$ cat src/hdl/maop_pkg.sv
`timescale 1ns / 1ps
// ----------------------------------------------------------------------------
// maop_pkg
// Shared types and constants of the multi-asset option payoff block.
// ----------------------------------------------------------------------------
package maop_pkg;

  localparam int unsigned NumAssets  = 4;
  localparam int unsigned PriceW     = 32;
  localparam int unsigned WeightW    = 17;
  localparam int unsigned WeightFrac = 16;
  localparam int unsigned CfgIdxW    = 3;
  localparam int unsigned CfgDataW   = 32;
  // product of a price and a weight, and the term after the fraction drop
  localparam int unsigned ProdW      = PriceW + WeightW;
  localparam int unsigned TermW      = ProdW - WeightFrac;
  localparam int unsigned PairW      = TermW + 1;
  localparam int unsigned SumW       = PairW + 1;
  // signed operand ahead of the strike stage, and the signed payoff
  localparam int unsigned XW         = SumW + 1;
  localparam int unsigned VW         = XW + 2;

  typedef enum logic [2:0] {
    KIND_BASKET   = 3'd0,
    KIND_BEST_OF  = 3'd1,
    KIND_WORST_OF = 3'd2,
    KIND_EXCHANGE = 3'd3,
    KIND_SPREAD   = 3'd4
  } payoff_kind_e;

  typedef enum logic [CfgIdxW-1:0] {
    REG_PAYOFF_KIND   = 3'd0,
    REG_CALL_NOT_PUT  = 3'd1,
    REG_STRIKE        = 3'd2,
    REG_ACTIVE_ASSETS = 3'd3,
    REG_WEIGHT_FIRST  = 3'd4,
    REG_WEIGHT_SECOND = 3'd5,
    REG_WEIGHT_THIRD  = 3'd6,
    REG_WEIGHT_FOURTH = 3'd7
  } cfg_index_e;

  typedef logic [NumAssets-1:0][PriceW-1:0]  prices_t;
  typedef logic [NumAssets-1:0][WeightW-1:0] weights_t;

  // configuration as the datapath sees it
  typedef struct packed {
    payoff_kind_e       kind;
    logic               call_not_put;
    logic signed [31:0] strike;
    logic               use_third;
    logic               use_fourth;
    weights_t           weights;
  } cfg_t;

endpackage

$ cat src/hdl/maop_cfg.sv
`timescale 1ns / 1ps
// ----------------------------------------------------------------------------
// maop_cfg
// Configuration registers; decodes the active asset count into lane enables.
// ----------------------------------------------------------------------------
module maop_cfg (
  input  logic                               clk_i,
  input  logic                               rst_ni,
  input  logic                               cfg_we_i,
  input  logic [maop_pkg::CfgIdxW-1:0]       cfg_idx_i,
  input  logic [maop_pkg::CfgDataW-1:0]      cfg_wdata_i,
  output maop_pkg::cfg_t                     cfg_o
);
  import maop_pkg::*;

  logic [2:0]         kind_q;
  logic               cnp_q;
  logic [31:0]        strike_q;
  logic [2:0]         active_q;
  weights_t           weights_q;
  cfg_index_e         idx;

  assign idx = cfg_index_e'(cfg_idx_i);

  // write one register per transaction
  always_ff @(posedge clk_i or negedge rst_ni) begin
    if (!rst_ni) begin
      kind_q    <= KIND_BASKET;
      cnp_q     <= 1'b1;
      strike_q  <= '0;
      active_q  <= 3'd4;
      weights_q <= {NumAssets{WeightW'(16384)}};
    end else if (cfg_we_i) begin
      unique case (idx)
        REG_PAYOFF_KIND:   kind_q       <= cfg_wdata_i[2:0];
        REG_CALL_NOT_PUT:  cnp_q        <= cfg_wdata_i[0];
        REG_STRIKE:        strike_q     <= cfg_wdata_i[31:0];
        REG_ACTIVE_ASSETS: active_q     <= cfg_wdata_i[2:0];
        REG_WEIGHT_FIRST:  weights_q[0] <= cfg_wdata_i[WeightW-1:0];
        REG_WEIGHT_SECOND: weights_q[1] <= cfg_wdata_i[WeightW-1:0];
        REG_WEIGHT_THIRD:  weights_q[2] <= cfg_wdata_i[WeightW-1:0];
        REG_WEIGHT_FOURTH: weights_q[3] <= cfg_wdata_i[WeightW-1:0];
        default:           kind_q       <= kind_q;
      endcase
    end
  end

  // clamp the active count: below three uses two assets, above four uses four
  always_comb begin
    cfg_o.kind         = payoff_kind_e'(kind_q);
    cfg_o.call_not_put = cnp_q;
    cfg_o.strike       = $signed(strike_q);
    cfg_o.use_third    = (active_q >= 3'd3);
    cfg_o.use_fourth   = (active_q >= 3'd4);
    cfg_o.weights      = weights_q;
  end

endmodule

$ cat config.mk
export PLATFORM = sky130hd
export DESIGN_NAME = maop_cfg
export DESIGN_NICKNAME = d
export VERILOG_FILES = /design/src/hdl/maop_pkg.sv /design/src/hdl/maop_cfg.sv
export SDC_FILE = /design/constraint.sdc
export NUM_CORES = 1
export LEC_CHECK = 0
export ABC_AREA = 1
export BUFFER_PORTS_ARGS = -buffer_cell sky130_fd_sc_hd__buf_2
export CAP_MARGIN = 20
export CORE_MARGIN = 1
export CORE_UTILIZATION = 45
export CTS_CLUSTER_DIAMETER = 40
export DETAILED_ROUTE_END_ITERATION = 16
export PLACE_DENSITY = 0.75
export SKIP_LAST_GASP = 1
export SLEW_MARGIN = 40
export SYNTH_ARGS = -nofsm -noshare
export SYNTH_HDL_FRONTEND = slang
export SYNTH_SLANG_ARGS = --single-unit
export TNS_END_PERCENT = 100
$ cat constraint.sdc
create_clock -name clk_i -period 2.05 [get_ports clk_i]
set_clock_uncertainty 0.1 [all_clocks]
set_input_delay 0.5125 -clock clk_i [delete_from_list [all_inputs] [get_ports clk_i]]
set_output_delay 0.5125 -clock clk_i [all_outputs]
set_load 0.02 [all_outputs]
== Yosys cells after proc, flatten, opt, wreduce, memory -nomap -nowiden ==
Index checks and enable logic that the tools add are counted.

* Muxes and demuxes: 0
* Bitwise operators: 0
* Reduce and logical (&&, ||, !) cells: 9
* Div/mod/pow operators: 0
* Shift operators: 0
* Order comparisons: 2
* Equality and inequality tests: 7
* Multiply operators: 0
* Add/subtract/negate cells: 0

{| class="wikitable"
|+ Operator list
! cell !! number
|-
| AND reduction 2 bit || 8
|-
| == test 3 bit, second input constant || 4
|-
| == test 3 x 2 -> 1 bit, second input constant || 2
|-
| == test 3 x 1 -> 1 bit, second input constant || 1
|-
| greater-or-equal comparator 3 x 2 -> 1 bit, second input constant || 1
|-
| greater-or-equal comparator 3 bit, second input constant || 1
|-
| logical NOT 3 bit || 1
|}

* Latch bits: 0
* Bits of input ports: 38
* Bits in writable memories: 0
* Flip-flop bits (word level): 107
* Memories: 0
* ROM bits: 0
* Word-level logic and storage cells: 26
* Output and inout bits: 106

== Depth between registers and ports, before layout ==
* Depth in word-level cells: 2
* Mapped depth: 7
* Gate-level depth less buffers: 5

== Worst setup path before layout ==
No wires, ideal clock.

* Path type: input-to-reg
* Start point: input port cfg_we_i
* End point: register weights_q (netlist bit cfg_o[0])
* Cell stages on the path: 7
* Buffers on the path: 2
* Setup slack: 650 ps
* Required time: 1833 ps
* Arrival time: 1183 ps
* Setup time: 117 ps
* Cell sequence: nand2_2 > inv_2 > buf_6 > nand2_2 > buf_2 > nand2_1 > nand2_1

* Cells in the longest elaborated chain, start to end: 1

{| class="wikitable"
|+ RTL lines
! item !! RTL line !! text
|-
| start, declared || maop_cfg.sv:9 || <nowiki>input logic cfg_we_i,</nowiki>
|-
| AND reduction 2 bit (no line) || - ||
|-
| end signal, assigned || maop_cfg.sv:32 || <nowiki>weights_q <= {NumAssets{WeightW'(16384)}};</nowiki>
|-
| end, declared || maop_cfg.sv:20 || <nowiki>weights_t weights_q;</nowiki>
|}

Every way passes these cells.
A chain may end at the register's enable or synchronous reset.

==> flow_results.xml <==
<?xml version="1.0" encoding="UTF-8"?>
<metrics>
  <group name="synthesis">
    <metric name="synthDistinctLibCells" unit="">15</metric>
    <metric name="post_synth_main_area_contributors" unit="">sky130_fd_sc_hd__dfrtp_1 60%, sky130_fd_sc_hd__nand2_1 25%, sky130_fd_sc_hd__nand3_1 6.3%, sky130_fd_sc_hd__dfstp_2 3.7%, sky130_fd_sc_hd__buf_2 2.1%</metric>
    <metric name="post_synth_instance_area" unit="sq mm">0.004228</metric>
    <metric name="postSynthNetCount" unit="">518</metric>
    <metric name="synth_warnings" unit="">0</metric>
    <metric name="postSynthRegisterBits" unit="">107</metric>
    <metric name="synth.top_cell.area_share" unit="%">59.78</metric>
    <metric name="yosysSeqAreaShare" unit="%">63.51</metric>
    <metric name="yosys.area.top_type" unit="">sky130_fd_sc_hd__dfrtp_1</metric>
    <metric name="synthCells" unit="">480</metric>
    <metric name="syn_avg_cell_area" unit="sq um">8.808</metric>
  </group>
  <group name="power_and_ir_drop">
    <metric name="seq_power_share" unit="%">49.0</metric>
    <metric name="vdd_drop_max" unit="uV">490.8</metric>
    <metric name="netSwitchingPower" unit="uW">1966</metric>
    <metric name="p_sw_share" unit="%">35.27</metric>
    <metric name="internal_power" unit="uW">3608</metric>
    <metric name="share_clk_of_total_power" unit="%">23.6</metric>
    <metric name="report.power.total" unit="uW">5573</metric>
    <metric name="cellLeakagePower" unit="uW">0.003108</metric>
    <metric name="powerDensity" unit="mW/mm^2">1053</metric>
    <metric name="p_comb_share" unit="%">27.3</metric>
  </group>
  <group name="finish">
    <metric name="antenna_cells" unit="">0</metric>
    <metric name="finalNetCount" unit="">661</metric>
    <metric name="layout.cells.most_common" unit="">sky130_fd_sc_hd__nand2_1</metric>
    <metric name="synthToLayoutAreaGrowth" unit="%">25.19</metric>
    <metric name="final_cell_count_no_fill" unit="">739</metric>
    <metric name="drive_above_1_share" unit="%">30.25</metric>
    <metric name="filler_cell_count" unit="">851</metric>
    <metric name="mostFrequentLayoutCells" unit="">276 x sky130_fd_sc_hd__nand2_1, 142 x sky130_fd_sc_hd__buf_2, 101 x sky130_fd_sc_hd__dfrtp_1</metric>
  </group>
  <group name="die">
    <metric name="die_y" unit="um">98.93</metric>
    <metric name="initial_utilization" unit="%">46.19</metric>
    <metric name="core-area" unit="sq mm">0.009153</metric>
    <metric name="boundaryPins" unit="">144</metric>
    <metric name="die_width" unit="um">98.93</metric>
    <metric name="rows" unit="">35</metric>
    <metric name="fp.dieArea" unit="sq mm">0.009787</metric>
  </group>
  <group name="worst_setup_path">
    <metric name="cp_slowest_stage_delay" unit="ps">560</metric>
    <metric name="cp.required" unit="ps">1440</metric>
    <metric name="critical_path.endpoint_type" unit="">output port</metric>
    <metric name="worstPathCellList" unit="">a21o_1, buf_2</metric>
    <metric name="crit_arrival" unit="ps">1170</metric>
    <metric name="critical_path.slowest_cell" unit="">sky130_fd_sc_hd__dfstp_2</metric>
    <metric name="crit_path_max_fanout" unit="">3</metric>
    <metric name="worst-setup-path-type" unit="">reg2out</metric>
    <metric name="startpoint_type" unit="">flop</metric>
  </group>
  <group name="sta">
    <metric name="max-slew-margin-rel" unit="%">67.33</metric>
    <metric name="hold_violations" unit="">0</metric>
    <metric name="timing.final.setup_violations" unit="">0</metric>
    <metric name="finalSetupTns" unit="ps">0</metric>
    <metric name="setup_repair_after_global_routing_missed_its_margin" unit="">false</metric>
    <metric name="fin_crit_share" unit="%">86.92</metric>
    <metric name="max_freq" unit="GHz">0.5612</metric>
    <metric name="timing_max_transition_violations_final" unit="">0</metric>
    <metric name="post_route_minimum_period" unit="ps">1782</metric>
    <metric name="tightest_slew" unit="ps">488.2</metric>
  </group>
  <group name="drt">
    <metric name="routed-via-count" unit="">3673</metric>
    <metric name="vias_per_cell" unit="">4.970</metric>
    <metric name="drt_iter0_drc" unit="">181</metric>
    <metric name="firstDrtPassIters" unit="">4</metric>
    <metric name="detailroute.wirelength.met2" unit="mm">5.605</metric>
    <metric name="routedLengthMet1" unit="mm">4.876</metric>
    <metric name="wirelength" unit="mm">11.26</metric>
    <metric name="drc" unit="">0</metric>
    <metric name="routed_wire_length_per_instance" unit="um">15.24</metric>
    <metric name="ant_nets" unit="">0</metric>
    <metric name="met3_wirelength" unit="um">585</metric>
    <metric name="highest_layer" unit="">met4</metric>
  </group>
  <group name="global_routing">
    <metric name="vias_in_the_first_global_route" unit="">3526</metric>
    <metric name="grt_util_all_layers" unit="%">24.35</metric>
    <metric name="grt_antenna_before_repair" unit="">0</metric>
    <metric name="global_route_wire_length_before_repair" unit="mm">18.27</metric>
    <metric name="grt.overflow.total" unit="">0</metric>
    <metric name="grt_start_max_net_pins" unit="">58</metric>
  </group>
  <group name="placement">
    <metric name="dp.final_hpwl" unit="mm">7.904</metric>
    <metric name="placement.io_buffers" unit="">143</metric>
    <metric name="gp_congestion" unit="">0.8125</metric>
    <metric name="placed_cells_incl_taps" unit="">722</metric>
  </group>
  <group name="clock_network">
    <metric name="post_cts_buffers" unit="">0</metric>
    <metric name="cts-htree-levels" unit="">3</metric>
    <metric name="clk_transition_reported_paths" unit="ps">100</metric>
    <metric name="worst_skew_pair.late_latency" unit="ps">350</metric>
    <metric name="tritoncts_clock_tree" unit="">built</metric>
    <metric name="cts.path.max_buffers" unit="">2</metric>
    <metric name="clock_sink_count" unit="">107</metric>
    <metric name="cts_buffers" unit="">9</metric>
    <metric name="clockRootBuffer" unit="">sky130_fd_sc_hd__clkbuf_8</metric>
  </group>
  <group name="run">
    <metric name="maxCapViolCount" unit="">0</metric>
  </group>
  <group name="min_path">
    <metric name="worstHoldPathType" unit="">in2reg</metric>
  </group>
  <group name="status">
    <metric name="status" unit="">finished, final reports clean</metric>
  </group>
</metrics>
-- worst max-delay path, delay by kind of cell (launching register included) --
| kind | cells | cell delay, ps |
|---|---|---|
| flops | 1 | 560 |
| buf+inv | 1 | 160 |
| compound gates | 1 | 90 |
-- power by group through the flow --
stage          registers (uW)  logic (uW)  clock network, uW
2_1_floorplan            3240         399                  0
3_3_place_gp             2750        1500                  0
3_5_place_dp             2770        1530                  0
4_1_cts                  2730        1540               1360
5_1_grt                  2780        1660               1430
6_report                 2730        1520               1320
-- final timing paths --
check / to / cells after the start / from / slack, ps
min in group asynchronous: cfg_o[64]$_DFFE_PN0P_ / 2 / rst_ni / 390
hold reg to reg: cfg_o[65]$_DFFE_PN1P_ / 2 / cfg_o[65]$_DFFE_PN1P_ / 360
hold / removal: strike_q[25]$_DFFE_PN0P_ / 3 / cfg_wdata_i[25] / 280
max in group asynchronous: cfg_o[14]$_DFFE_PN1P_ / 3 / rst_ni / 910
setup / recovery: cfg_o[69] / 2 / active_q[2]$_DFFE_PN1P_ / 270
setup reg to reg: active_q[2]$_DFFE_PN1P_ / 2 / active_q[2]$_DFFE_PN1P_ / 1220
-- cell type report --
class / count / area (sq um) / share of cell area [%]
sequential: 107 / 2685 / 50.73
multi-input combinational: 343 / 1400 / 26.45
timing repair buffer: 156 / 843.3 / 15.93
clock buffer: 11 / 141.4 / 2.671
tap: 111 / 138.9 / 2.624
clock inverter: 5 / 61.31 / 1.158
inverter: 6 / 22.52 / 0.4255
-- cell usage after synthesis --
cell	count
sky130_fd_sc_hd__a21o_1	1
sky130_fd_sc_hd__nand2_2	5
sky130_fd_sc_hd__nor2_2	3
sky130_fd_sc_hd__inv_1	3
sky130_fd_sc_hd__clkbuf_1	3
sky130_fd_sc_hd__nand3_1	53
sky130_fd_sc_hd__inv_2	3
sky130_fd_sc_hd__nor2_1	3
sky130_fd_sc_hd__buf_6	1
sky130_fd_sc_hd__buf_2	18
sky130_fd_sc_hd__buf_4	2
sky130_fd_sc_hd__dfrtp_1	101
sky130_fd_sc_hd__nor2_4	2
sky130_fd_sc_hd__dfstp_2	6
sky130_fd_sc_hd__nand2_1	276
-- kinds of logic after synthesis --
kind of cell,synth area share [%]
buffers and inverters,3.551
flip-flops,63.51
AO/OA/AOI/OAI,0.1776
AND/OR/NAND/NOR,32.76
-- flip-flops by register name (all words and copies together), names as in the netlist --
| signal | count |
|---|---|
| cnp_q | 1 |
| cfg_o | 68 |
| active_q | 3 |
| strike_q | 32 |
| kind_q | 3 |
-- routing by layer --
metal	GRT usage, %	up-vias
met2	39.97	120
met3	3.475	16
met4	9.414	0
met1	32.94	1772
li1	-	1765
met5	0	-
-- what timing repair did --
item / in CTS / in global routing
hold buffers: 1 / 0
endpoints found under the hold margin: 1 / 0
resized for setup: 0 / 0
-- metrics by stage --
step	hold slack [ps]	instance area, sq um	util, %	setup slack (ps)
floorplan	116.9	4228	-	650.4
global placement	228.0	5080	55.50	326.6
detailed placement	224.3	5080	55.50	218.1
CTS	266.6	5293	57.83	239.3
global route	281.5	5293	57.83	213.5
finish	283.9	5293	57.83	268.2
Note: power is estimated with default switching activity, not from simulation.
